==> config.mk <==
export PLATFORM = sky130hd
export DESIGN_NAME = touch_hud_overlay_pixel_gen_flat
export DESIGN_NICKNAME = d
export VERILOG_FILES = /design/src/sv/thog_pkg.sv /design/src/sv/thog_ifs.sv /design/src/sv/touch_hud_overlay_pixel_gen.sv /design/src/flat_wrapper.sv
export VERILOG_INCLUDE_DIRS = /design/src /design/src/sv
export SDC_FILE = /design/constraint.sdc
export NUM_CORES = 1
export LEC_CHECK = 0
export BUFFER_PORTS_ARGS = -buffer_cell sky130_fd_sc_hd__buf_2
export CELL_PAD_IN_SITES_DETAIL_PLACEMENT = 1
export CELL_PAD_IN_SITES_GLOBAL_PLACEMENT = 2
export CORE_MARGIN = 5
export CORE_UTILIZATION = 41
export CTS_BUF_LIST = sky130_fd_sc_hd__clkbuf_8
export DETAILED_ROUTE_END_ITERATION = 8
export PLACE_DENSITY = 0.95
export SYNTH_ARGS = -nofsm -noshare
export SYNTH_HDL_FRONTEND = slang
export SYNTH_SLANG_ARGS = --single-unit
==> constraint.sdc <==
create_clock -name clk -period 7.9 [get_ports clk]
set_input_delay 0.395 -clock clk [delete_from_list [all_inputs] [get_ports clk]]
set_output_delay 0.395 -clock clk [all_outputs]
set_load 0.005 [all_outputs]
==> src/sv/touch_hud_overlay_pixel_gen_macros.svh <==
// Assertion helpers for the overlay block.
`ifndef TOUCH_HUD_OVERLAY_PIXEL_GEN_MACROS_SVH
`define TOUCH_HUD_OVERLAY_PIXEL_GEN_MACROS_SVH

// same-cycle implication, clocked on clk, quiet in reset
`define THOG_ASSERT_NOW(label, ante, cons, msg) \
	label: assert property (@(posedge clk) disable iff (!arst_n) (ante) |-> (cons)) \
		else $error(msg);

// next-cycle implication
`define THOG_ASSERT_NEXT(label, ante, cons, msg) \
	label: assert property (@(posedge clk) disable iff (!arst_n) (ante) |=> (cons)) \
		else $error(msg);

`endif

==> src/sv/thog_pkg.sv <==
`default_nettype none
package thog_pkg;

	localparam logic [9:0]  PANEL_WIDTH   = 10'd720;
	localparam logic [10:0] PANEL_HEIGHT  = 11'd1280;
	localparam logic [10:0] PANEL_LX_MAX  = 11'd1279;

	localparam logic [6:0]  VOL_RESET     = 7'd75;
	localparam logic [6:0]  VOL_MAX       = 7'd100;

	localparam logic [15:0] COL_BG        = 16'h18C3;
	localparam logic [15:0] COL_BACK      = 16'hFC00;
	localparam logic [15:0] COL_PLAY      = 16'h07E0;
	localparam logic [15:0] COL_PAUSE     = 16'hFFE0;
	localparam logic [15:0] COL_NEXT      = 16'h001F;
	localparam logic [15:0] COL_FILL      = 16'h07E0;
	localparam logic [15:0] COL_WHITE     = 16'hFFFF;

	// floor(d * 100 / 559) == (d * VOL_RECIP) >> 24 for d up to 559
	localparam logic [30:0] VOL_RECIP     = 31'd3001300;

	typedef enum logic [1:0] {
		ACT_QUERY = 2'd0,
		ACT_TOUCH = 2'd1,
		ACT_SET   = 2'd2
	} thog_action_t;

	typedef enum logic [2:0] {
		EV_NONE   = 3'd0,
		EV_STOP   = 3'd1,
		EV_PAUSE  = 3'd2,
		EV_NEXT   = 3'd3,
		EV_VOLUME = 3'd4
	} thog_event_t;

endpackage
`default_nettype wire

==> src/sv/thog_ifs.sv <==
`default_nettype none
interface thog_req_if;
	logic        valid;
	logic        ready;
	logic [1:0]  action;
	logic [9:0]  coord_x;
	logic [10:0] coord_y;
	logic        touching;
	logic [6:0]  set_volume;
	logic        set_paused;

	modport source (
		output valid, action, coord_x, coord_y, touching, set_volume, set_paused,
		input  ready
	);
	modport sink (
		input  valid, action, coord_x, coord_y, touching, set_volume, set_paused,
		output ready
	);
endinterface

interface thog_rsp_if;
	logic        valid;
	logic        ready;
	logic [15:0] pixel_color;
	logic        pixel_covered;
	logic [2:0]  event_code;
	logic [6:0]  volume_now;
	logic        paused_now;

	modport source (
		output valid, pixel_color, pixel_covered, event_code, volume_now, paused_now,
		input  ready
	);
	modport sink (
		input  valid, pixel_color, pixel_covered, event_code, volume_now, paused_now,
		output ready
	);
endinterface
`default_nettype wire

==> src/sv/touch_hud_overlay_pixel_gen.sv <==
// Channel  Dir  Beat
// -------  ---  ---------------------------------------------------------
// req      in   action, coord_x, coord_y, touching, set_volume, set_paused
// rsp      out  pixel_color, pixel_covered, event_code, volume_now, paused_now
//
// One beat per clock sustained while rsp is ready.
// Input register, then overlay/touch logic, then result register.
// Volume, paused and last-touch state update as a beat moves into rsp.
// rsp stall holds the result and the input register; req keeps taking a
// beat while the input register can drain. Reset: volume 75, playing.
`default_nettype none
`include "touch_hud_overlay_pixel_gen_macros.svh"

module touch_hud_overlay_pixel_gen
	import thog_pkg::*;
(
	input  wire logic clk,
	input  wire logic arst_n,
	thog_req_if.sink   req,
	thog_rsp_if.source rsp
);

	logic        valid_s1;
	logic [1:0]  action_s1;
	logic [9:0]  coord_x_s1;
	logic [10:0] coord_y_s1;
	logic        touching_s1;
	logic [6:0]  set_volume_s1;
	logic        set_paused_s1;

	logic        valid_s2;
	logic [15:0] color_s2;
	logic        covered_s2;
	logic [2:0]  event_s2;
	logic [6:0]  volume_s2;
	logic        paused_s2;

	logic [6:0]  volume_q;
	logic        paused_q;
	logic        was_touching_q;

	logic        advance;
	logic        move;

	assign advance   = !valid_s2 || rsp.ready;
	assign move      = valid_s1 && advance;
	assign req.ready = !valid_s1 || advance;

	function automatic logic in_box(input logic [10:0] lx, input logic [9:0] ly,
			input logic [10:0] x1, input logic [9:0] y1,
			input logic [10:0] x2, input logic [9:0] y2);
		return (lx >= x1) && (lx <= x2) && (ly >= y1) && (ly <= y2);
	endfunction

	function automatic logic [9:0] abs_diff(input logic [9:0] a, input logic [9:0] b);
		return (a > b) ? 10'(a - b) : 10'(b - a);
	endfunction

	function automatic logic tri_right(input logic [10:0] lx, input logic [9:0] ly,
			input logic [10:0] cx, input logic [9:0] cy, input logic [11:0] half);
		logic [11:0] span;
		span = 12'(lx - cx) + 12'(abs_diff(ly, cy));
		return (lx >= cx) && (span < half);
	endfunction

	function automatic logic tri_left(input logic [10:0] lx, input logic [9:0] ly,
			input logic [10:0] cx, input logic [9:0] cy, input logic [11:0] half);
		logic [11:0] span;
		span = 12'(cx - lx) + 12'(abs_diff(ly, cy));
		return (cx >= lx) && (span < half);
	endfunction

	logic [10:0] lx;
	logic [9:0]  ly;
	logic        in_panel;
	logic [9:0]  fill_depth;
	logic [15:0] fill_lhs;
	logic [15:0] fill_rhs;
	logic        fill_hit;
	logic [30:0] vol_prod;
	logic [6:0]  touch_vol;
	logic [15:0] paint_color;
	logic        paint_hit;

	assign lx       = 11'(PANEL_LX_MAX - coord_y_s1);
	assign ly       = coord_x_s1;
	assign in_panel = (coord_x_s1 < PANEL_WIDTH) && (coord_y_s1 < PANEL_HEIGHT);

	// fill reaches row 639 - floor(vol*559/100); compared without the division
	assign fill_depth = 10'(10'd639 - ly);
	assign fill_lhs   = 16'(16'(fill_depth) * 16'd100);
	assign fill_rhs   = 16'(16'(volume_q) * 16'd559);
	assign fill_hit   = (volume_q != 7'd0) && in_box(lx, ly, 11'd1142, 10'd0, 11'd1273, 10'd639)
		&& (fill_lhs <= fill_rhs);

	assign vol_prod  = 31'(fill_depth) * VOL_RECIP;
	assign touch_vol = vol_prod[30:24];

	// topmost layer first
	always_comb begin
		paint_hit   = 1'b1;
		paint_color = 16'd0;
		priority if (in_box(lx, ly, 11'd920, 10'd656, 11'd936, 10'd703)) begin
			paint_color = COL_WHITE;
		end else if (tri_right(lx, ly, 11'd880, 10'd679, 12'd20)) begin
			paint_color = COL_WHITE;
		end else if (in_box(lx, ly, 11'd660, 10'd648, 11'd1200, 10'd711)) begin
			paint_color = COL_NEXT;
		end else if (!paused_q && in_box(lx, ly, 11'd292, 10'd656, 11'd316, 10'd703)) begin
			paint_color = COL_BG;
		end else if (!paused_q && in_box(lx, ly, 11'd244, 10'd656, 11'd268, 10'd703)) begin
			paint_color = COL_BG;
		end else if (paused_q && tri_right(lx, ly, 11'd280, 10'd679, 12'd24)) begin
			paint_color = COL_BG;
		end else if (in_box(lx, ly, 11'd20, 10'd648, 11'd560, 10'd711)) begin
			paint_color = paused_q ? COL_PAUSE : COL_PLAY;
		end else if (in_box(lx, ly, 11'd0, 10'd640, 11'd1279, 10'd719)) begin
			paint_color = COL_BG;
		end else if (fill_hit) begin
			paint_color = COL_FILL;
		end else if (in_box(lx, ly, 11'd1136, 10'd80, 11'd1279, 10'd639)) begin
			paint_color = COL_BG;
		end else if (in_box(lx, ly, 11'd0, 10'd80, 11'd143, 10'd639)) begin
			paint_color = COL_BG;
		end else if (tri_left(lx, ly, 11'd110, 10'd40, 12'd20)) begin
			paint_color = COL_WHITE;
		end else if (in_box(lx, ly, 11'd20, 10'd16, 11'd200, 10'd63)) begin
			paint_color = COL_BACK;
		end else if (in_box(lx, ly, 11'd0, 10'd0, 11'd1279, 10'd79)) begin
			paint_color = COL_BG;
		end else begin
			paint_hit = 1'b0;
		end
	end

	logic [15:0]  color_nxt;
	logic         covered_nxt;
	thog_event_t  event_nxt;
	logic [6:0]   volume_nxt;
	logic         paused_nxt;
	logic         was_nxt;
	logic         rising;

	assign rising = touching_s1 && !was_touching_q && in_panel;

	always_comb begin
		color_nxt   = 16'd0;
		covered_nxt = 1'b0;
		event_nxt   = EV_NONE;
		volume_nxt  = volume_q;
		paused_nxt  = paused_q;
		was_nxt     = was_touching_q;
		unique case (thog_action_t'(action_s1))
			ACT_QUERY: begin
				if (in_panel && paint_hit) begin
					color_nxt   = paint_color;
					covered_nxt = 1'b1;
				end
			end
			ACT_TOUCH: begin
				was_nxt = touching_s1;
				if (rising) begin
					priority if (ly < 10'd79) begin
						event_nxt = EV_STOP;
					end else if (ly >= 10'd640) begin
						if (lx < 11'd620) begin
							paused_nxt = !paused_q;
							event_nxt  = EV_PAUSE;
						end else if (lx > 11'd680) begin
							event_nxt = EV_NEXT;
						end
					end else if (lx >= 11'd1136 && ly >= 10'd80) begin
						volume_nxt = touch_vol;
						event_nxt  = EV_VOLUME;
					end else begin
						event_nxt = EV_NONE;
					end
				end
			end
			ACT_SET: begin
				volume_nxt = (set_volume_s1 > VOL_MAX) ? VOL_MAX : set_volume_s1;
				paused_nxt = set_paused_s1;
			end
			default: begin
			end
		endcase
	end

	always_ff @(posedge clk or negedge arst_n) begin
		if (!arst_n) begin
			valid_s1 <= 1'b0;
		end else if (req.ready) begin
			valid_s1 <= req.valid;
		end
	end

	always_ff @(posedge clk) begin
		if (req.valid && req.ready) begin
			action_s1     <= req.action;
			coord_x_s1    <= req.coord_x;
			coord_y_s1    <= req.coord_y;
			touching_s1   <= req.touching;
			set_volume_s1 <= req.set_volume;
			set_paused_s1 <= req.set_paused;
		end
	end

	always_ff @(posedge clk or negedge arst_n) begin
		if (!arst_n) begin
			valid_s2       <= 1'b0;
			volume_q       <= VOL_RESET;
			paused_q       <= 1'b0;
			was_touching_q <= 1'b0;
		end else begin
			if (advance) begin
				valid_s2 <= valid_s1;
			end
			if (move) begin
				volume_q       <= volume_nxt;
				paused_q       <= paused_nxt;
				was_touching_q <= was_nxt;
			end
		end
	end

	always_ff @(posedge clk) begin
		if (move) begin
			color_s2   <= color_nxt;
			covered_s2 <= covered_nxt;
			event_s2   <= event_nxt;
			volume_s2  <= volume_nxt;
			paused_s2  <= paused_nxt;
		end
	end

	assign rsp.valid         = valid_s2;
	assign rsp.pixel_color   = color_s2;
	assign rsp.pixel_covered = covered_s2;
	assign rsp.event_code    = event_s2;
	assign rsp.volume_now    = volume_s2;
	assign rsp.paused_now    = paused_s2;

	`THOG_ASSERT_NOW(a_vol_range, 1'b1, volume_q <= VOL_MAX, "volume above 100")
	`THOG_ASSERT_NOW(a_cover_no_event, valid_s2 && covered_s2, event_s2 == EV_NONE,
		"covered pixel beat carries an event")
	`THOG_ASSERT_NOW(a_uncovered_black, valid_s2 && !covered_s2, color_s2 == 16'd0,
		"uncovered beat with non-zero colour")
	`THOG_ASSERT_NEXT(a_move_fills_s2, move, valid_s2, "beat lost between stages")
	`THOG_ASSERT_NEXT(a_state_sync, move, volume_q == volume_s2 && paused_q == paused_s2,
		"result state differs from held state")

endmodule
`default_nettype wire
==> src/flat_wrapper.sv <==
// flat-port wrapper written by rule: the top's interface ports become plain ports
module touch_hud_overlay_pixel_gen_flat import thog_pkg::*;
  (clk, arst_n, req_valid, req_action, req_coord_x, req_coord_y, req_touching, req_set_volume, req_set_paused, req_ready, rsp_valid, rsp_pixel_color, rsp_pixel_covered, rsp_event_code, rsp_volume_now, rsp_paused_now, rsp_ready);
  thog_req_if req_i ();
  thog_rsp_if rsp_i ();
  input  wire logic clk;
  input  wire logic arst_n;
  input wire logic [$bits(req_i.valid)-1:0] req_valid;
  input wire logic [$bits(req_i.action)-1:0] req_action;
  input wire logic [$bits(req_i.coord_x)-1:0] req_coord_x;
  input wire logic [$bits(req_i.coord_y)-1:0] req_coord_y;
  input wire logic [$bits(req_i.touching)-1:0] req_touching;
  input wire logic [$bits(req_i.set_volume)-1:0] req_set_volume;
  input wire logic [$bits(req_i.set_paused)-1:0] req_set_paused;
  output wire logic [$bits(req_i.ready)-1:0] req_ready;
  output wire logic [$bits(rsp_i.valid)-1:0] rsp_valid;
  output wire logic [$bits(rsp_i.pixel_color)-1:0] rsp_pixel_color;
  output wire logic [$bits(rsp_i.pixel_covered)-1:0] rsp_pixel_covered;
  output wire logic [$bits(rsp_i.event_code)-1:0] rsp_event_code;
  output wire logic [$bits(rsp_i.volume_now)-1:0] rsp_volume_now;
  output wire logic [$bits(rsp_i.paused_now)-1:0] rsp_paused_now;
  input wire logic [$bits(rsp_i.ready)-1:0] rsp_ready;
  assign req_i.valid = req_valid;
  assign req_i.action = req_action;
  assign req_i.coord_x = req_coord_x;
  assign req_i.coord_y = req_coord_y;
  assign req_i.touching = req_touching;
  assign req_i.set_volume = req_set_volume;
  assign req_i.set_paused = req_set_paused;
  assign req_ready = req_i.ready;
  assign rsp_valid = rsp_i.valid;
  assign rsp_pixel_color = rsp_i.pixel_color;
  assign rsp_pixel_covered = rsp_i.pixel_covered;
  assign rsp_event_code = rsp_i.event_code;
  assign rsp_volume_now = rsp_i.volume_now;
  assign rsp_paused_now = rsp_i.paused_now;
  assign rsp_i.ready = rsp_ready;
  touch_hud_overlay_pixel_gen u_core (.clk(clk), .arst_n(arst_n), .req(req_i), .rsp(rsp_i));
endmodule
==> impl_metrics.tcl, run 1 <==
set metrics [dict create \
    status "finished, final reports clean" \
    max-cap-violations 0 \
    cp-end-kind "register" \
    drv_slew 0 \
    ys_ff_latch 62 \
    min-delay-start "req_touching" \
    postSynthNetCount 1619 \
    fin_crit_sh_pct 90.0 \
    relSlewSlack_pct 35.7 \
    synthArstFlopShare_pct 17.7 \
    track_usage_pct 21.8 \
    pin_count 66 \
    path_buf_inv 4 \
    hold_ws_ns 0.180 \
    final_cells 1699 \
    yosys.cell_types.count 88 \
    area_delta_synth_final_pct 8.09 \
    seqPwrFrac_pct 12.5 \
    numPortBuffers 65 \
    drive_gt1_share_pct 9.16 \
    comb_power_share_pct 78.8 \
    wl_met1_microns 14300 \
    start_util_pct 41.3 \
    place_area_sq_um 12100 \
    holdCritPathClass "input port to register" \
    synthCells 1260 \
    dp.cells 1682 \
    synth_seq_area_share_pct 15.9 \
    clkPwrFrac_pct 8.7 \
    timing.setup.tns_ns 0 \
    worstSetupStartpointType "register" \
    first_iter_violations 552 \
    p_switching_mw 1.86 \
    first_global_vias 10400 \
    synth_edf_count 51 \
    synth_top_area_share_pct 26.6 \
    drc 0 \
    clock_skew_ns 0.0240 \
    gp_congestion 0.918 \
    path_class "register to register" \
    post_cts_resized 0 \
    cp_top_family "compound AO/OA/AOI/OAI gates" \
    post_cts_buffers 0 \
    drtPass1Iterations 5 \
    wl_met3_microns 1460 \
    clk_pin_slew_ns 0.09 \
    nNetsFinal 1675 \
    rows 61 \
    pwr_density_cell_nw_per_um2 293 \
    grt_overflow_total 0 \
    finalSetupViolCount 0 \
    die_h_microns 177 \
    grt_antenna_before_repair 0 \
    timing.critical_path.mode_cell "inv_1" \
    r2r_start "u_core.volume_q[1]" \
    vias 9517 \
    final_common_cell "ha_1" \
    n_antenna_cell 0 \
    htree_levels 3 \
    synth_top_area_cell "ha_1" \
    clock-sinks 62 \
    worstSkewPairLatency_ns 0.40 \
    synth.area.top_cells "ha_1 (27%), fa_1 (14%), edfxtp_1 (13%)" \
    crit_path_start "u_core.volume_q[1]" \
    dieArea_sq_um 31200 \
    ir_drop_mv 0.178 \
    ys.flop_type "edfxtp_1" \
    fmax_mhz 141 \
    dp_hpwl_microns 28400 \
    cts_max_path_buffers 2 \
    die_x_microns 177 \
    root_buffer "clkbuf_8" \
    top_layer "met4" \
    slowest_stage "dfstp_2" \
    cp_slowest_stage_delay_ns 0.67 \
    met2_length_microns 17000 \
    nFillCells 3306 \
    cp.arrival_ns 7.23 \
    grt_pass1_wl_microns 54400 \
    wl_per_cell_microns 19.9 \
    routed_wl_microns 33700 \
    swShare_pct 51.6 \
    path_max_fanout 9 \
    synth_area_sq_um 11400 \
    cts_tree "yes" \
    antenna_left 0 \
    max_slew.worst_pin.slew_ns 0.960 \
    viasPerCell 5.60 \
    syn-mean-instance-area_sq_um 9.05 \
    crit_required_ns 8.02 \
    hold_viol 0 \
    grt_setup_unrepaired "no" \
    yosysWarnings 0 \
    numCtsBuffers 9 \
    final.min_clock_period_ns 7.11 \
    most-common-layout-cells "ha_1 (242), inv_1 (200), nand2_1 (88), fa_1 (81), a21oi_1 (70)" \
    fin_area_sq_um 12300 \
    power.leakage_nw 6.00 \
    core_area_sq_um 27600 \
    holdBufCountCts 1 \
    p_int_mw 1.75 \
    grt_max_degree 33 \
    p_total_mw 3.61 \
]
==> through the flow <==
step / utilization (%) / setup WS, ns
2_1_floorplan: - / 1.16
3_3_place_gp: 43.8 / 1.10
3_5_place_dp: 43.8 / 0.894
4_1_cts: 44.6 / 0.827
5_1_grt: 44.6 / 0.315
6_report: 44.6 / 0.788
==> sequential cells by signal (all words and copies together), names as in the netlist <==
register	flops
u_core.rsp.valid	1
u_core.set_volume_s1	7
u_core.rsp.volume_now	7
u_core.rsp.pixel_covered	1
u_core.rsp.pixel_color	7
u_core.touching_s1	1
u_core.paused_q	1
u_core.coord_x_s1	10
u_core.action_s1	2
u_core.was_touching_q	1
u_core.volume_q	7
u_core.valid_s1	1
u_core.rsp.paused_now	1
u_core.set_paused_s1	1
u_core.coord_y_s1	11
u_core.rsp.event_code	3
==> cell type report <==
class	instances	area, sq um	share of cell area (%)
Clock buffer	9	124	1.01
Timing Repair Buffer	74	395	3.21
Sequential cell	62	1810	14.7
Tap cell	378	473	3.84
Multi-Input combinational cell	968	8680	70.5
Inverter	201	754	6.12
Clock inverter	7	77.6	0.630
==> routing by layer <==
metal,vias up,track usage (%)
li1,4529,-
met3,56,3.18
met4,0,6.29
met2,192,39.2
met5,-,0
met1,4740,27.1
==> final timing paths <==
| check | slack [ns] | to | cells past startpoint |
|---|---|---|---|
| worst min register to register | 0.50 | u_core.rsp.valid | 1 |
| worst max register to register | 0.79 | u_core.rsp.pixel_color[10] | 27 |
| worst min-delay path | 0.18 | u_core.touching_s1 | 1 |
| max in group asynchronous | 7.20 | u_core.volume_q[0] | 2 |
| min in group asynchronous | 0.41 | u_core.rsp.valid | 2 |
| worst max-delay path | 0.79 | u_core.rsp.pixel_color[10] | 27 |
==> power by group through the flow <==
| stage | sequential (mW) | clock [mW] | combinational, mW |
|---|---|---|---|
| 3_3_place_gp | 0.454 | 0 | 2.69 |
| 6_report | 0.450 | 0.314 | 2.84 |
| 4_1_cts | 0.450 | 0.320 | 2.86 |
| 3_5_place_dp | 0.457 | 0 | 2.84 |
| 2_1_floorplan | 0.434 | 0 | 2.08 |
| 5_1_grt | 0.456 | 0.331 | 3.21 |
==> cells by family (layout without fill, tap and decap cells) <==
family	count (synthesis)	count (layout)	share of synthesized area [%]
simple gates	305	305	13.5
mux	8	8	0.757
fa+ha+maj	323	323	40.8
flops	62	62	15.9
compound gates	277	277	16.9
buf+inv	230	291	7.93
xor+xnor	55	55	4.23
==> synth_stat cells, drive strengths merged (5+ instances only) <==
library cell  count
clkbuf           13
nand3            24
a21oi            70
inv             201
and3             12
nand2            88
fa               81
nor2b             9
xnor2            37
a211oi           12
mux2              5
a31oi            12
edfxtp           51
a311oi            7
o21a              9
and2              8
nor4              9
nand4            11
or2               8
ha              242
o211ai            8
buf              16
xor2             18
nor3             26
dfrtp             7
o21bai           14
o21ai            58
nor2             69
a21o             19
nand2b           19
a2111oi           5
(Power assumes the default switching activity.)
==> run 2, diff against run 1 <==
--- a/config.mk
+++ b/config.mk
@@ -10,10 +10,10 @@
 export CELL_PAD_IN_SITES_DETAIL_PLACEMENT = 1
 export CELL_PAD_IN_SITES_GLOBAL_PLACEMENT = 2
 export CORE_MARGIN = 5
-export CORE_UTILIZATION = 41
-export CTS_BUF_LIST = sky130_fd_sc_hd__clkbuf_8
+export CORE_UTILIZATION = 40
 export DETAILED_ROUTE_END_ITERATION = 8
-export PLACE_DENSITY = 0.95
+export GPL_TIMING_DRIVEN = 0
+export PLACE_DENSITY = 0.93
 export SYNTH_ARGS = -nofsm -noshare
 export SYNTH_HDL_FRONTEND = slang
 export SYNTH_SLANG_ARGS = --single-unit
==> impl_metrics.tcl, run 2 (synthesized netlist as in run 1, its figures left out) <==
set metrics [dict create \
    nNetsFinal 1701 \
    max-cap-violations 0 \
    numCtsBuffers 9 \
    track_usage_pct 22.3 \
    largest_register_ffs 11 \
    gp_congestion 0.911 \
    antenna_left 0 \
    dp_hpwl_microns 28900 \
    n_antenna_cell 0 \
    rows 61 \
    nFillCells 3344 \
    area_delta_synth_final_pct 10.5 \
    vias 9645 \
    pwr_density_cell_nw_per_um2 300 \
    hold_viol 0 \
    start_util_pct 40.8 \
    multi_input_area_sq_um 8710 \
    timing.critical_path.mode_cell "fa_1" \
    final_common_cell "ha_1" \
    worstSetupStartpointType "register" \
    r2r_slack_ns 0.41 \
    die_h_microns 179 \
    root_buffer "clkbuf_16" \
    r2r_start "u_core.coord_x_s1[8]" \
    grt_antenna_before_repair 0 \
    crit_chain "buf_1 -> inv_1 -> ha_2 -> xor2_4 -> ha_1 -> xor2_1 -> inv_1 -> fa_1 -> inv_1 -> fa_1 -> fa_1 -> fa_1 -> ha_1 -> nand2_1 -> o211ai_1 -> a2111oi_0 -> o21ai_1 -> a2111oi_2 -> nor3_1 -> or3_1 -> a32oi_1 -> o21ai_0" \
    crit_required_ns 8.00 \
    core_area_sq_um 27900 \
    cts_tree "yes" \
    cts_max_path_buffers 2 \
    dp.cells 1703 \
    cp_slowest_stage_delay_ns 0.58 \
    routed_wl_microns 34900 \
    fmax_mhz 134 \
    biggestRegsByFlops "u_core.coord_y_s1 (11), u_core.coord_x_s1 (10)" \
    ir_drop_mv 0.188 \
    worstSkewPairLatency_ns 0.36 \
    drv_slew 0 \
    cp-end-kind "register" \
    htree_levels 3 \
    viasPerCell 5.59 \
    min_to "u_core.coord_x_s1[9]" \
    reg2reg_to "u_core.rsp.volume_now[5]" \
    path_class "register to register" \
    clk_pin_slew_ns 0.07 \
    pin_count 66 \
    relSlewSlack_pct 37.4 \
    dieArea_sq_um 32000 \
    slowest_stage "fa_1" \
    holdCritPathClass "input port to register" \
    reg2regPathDepth 22 \
    max_slew.worst_pin.slew_ns 0.939 \
    grt_pass1_wl_microns 55900 \
    status "finished, final reports clean" \
    final.min_clock_period_ns 7.49 \
    holdPathStages 1 \
    clock-sinks 62 \
    fin_crit_sh_pct 94.8 \
    first_iter_violations 529 \
    drive_gt1_share_pct 10.1 \
    path_max_fanout 10 \
    most-common-layout-cells "ha_1 (241), inv_1 (199), nand2_1 (88), fa_1 (81)" \
    grt_max_degree 33 \
    grt_overflow_total 0 \
    cp.arrival_ns 7.59 \
    drc 0 \
    top_register "u_core.coord_y_s1" \
    finalSetupViolCount 0 \
    clock_skew_ns 0.0153 \
    regArea_sq_um 1810 \
    power.leakage_nw 6.12 \
    final_cells 1725 \
    hold_ws_ns 0.206 \
    min-delay-start "req_coord_x[9]" \
    die_x_microns 179 \
    numPortBuffers 65 \
    first_global_vias 10600 \
    wl_per_cell_microns 20.2 \
    drtPass1Iterations 5 \
]
==> run 2: changes by cell type in the layout (fill, tap and decap cells not counted), moves of 2 or more <==
cell / previous run / this run
buf_1: 0 / 2
buf_2: 65 / 70
buf_4: 8 / 14
clkbuf_1: 0 / 12
clkbuf_16: 0 / 9
clkbuf_8: 9 / 0
==> run 2: routing by layer <==
metal	vias to the layer above	routed length, microns	GRT usage, %
met3	47	1390	2.99
li1	4593	-	-
met2	206	18000	40.1
met5	-	0	0
met4	0	828	6.08
met1	4799	14600	27.9
==> run 2: report_power, final <==
group	leakage [nW]	total, mW	internal [mW]	switching [mW]
clock network	0.163	0.460	0.281	0.178
registers	0.622	0.449	0.396	0.0536
logic	5.33	2.87	1.20	1.67
==> run 2: area by class of cell <==
type | count | area share, %
Sequential cell | 62 | 14.4
Clock buffer | 9 | 1.79
Timing Repair Buffer | 71 | 2.96
Multi-Input combinational cell | 968 | 69.1
Buffer | 29 | 1.19
Inverter | 201 | 6.02
Tap cell | 378 | 3.75
Clock inverter | 7 | 0.814
==> run 2: worst max-delay path: cells and delay by family, from the launching register on <==
kind | cells | cell delay (ns)
buffers and inverters | 4 | 0.88
DFF | 1 | 0.45
AOI/OAI and AO/OA | 6 | 1.72
adders and majority gates | 7 | 3.04
and+or+nand+nor | 3 | 0.54
xor gates and xnor gates | 2 | 0.61
==> run 2: what timing repair did <==
action / CTS / global route
endpoints found under the setup margin: 9 / 5
setup buffers: 0 / 5
gates resized for setup: 3 / 2
endpoints found under the hold margin: 7 / 0
hold buffers: 1 / 0
==> run 2: how the worst max path moves through the flow <==
stage	startpoint	endpoint	slack, ns	cells past startpoint
final	u_core.coord_x_s1[8]	u_core.rsp.volume_now[5]	0.41	22
after global routing	u_core.coord_x_s1[8]	u_core.rsp.volume_now[5]	-0.01	22
after CTS	u_core.coord_x_s1[7]	u_core.rsp.volume_now[5]	0.04	22
after detailed placement	u_core.coord_x_s1[7]	u_core.rsp.volume_now[5]	-0.51	22
after global placement	u_core.coord_x_s1[7]	u_core.rsp.volume_now[5]	-0.30	22
after floorplan	u_core.coord_x_s1[7]	u_core.rsp.volume_now[5]	1.16	22
==> run 2: metrics by stage <==
step                setup slack, ns  power [mW]  TNS [ns]  instance area (sq um)  utilization (%)
global placement             -0.299        3.17    -0.486                  12200             43.7
floorplan                      1.16        2.52         0                  11400                -
detailed placement           -0.506        3.32     -1.60                  12200             43.7
CTS                          0.0437        3.81         0                  12600             44.9
finish                        0.410        3.77         0                  12600             45.1
global route                -0.0102        4.21   -0.0102                  12600             45.1
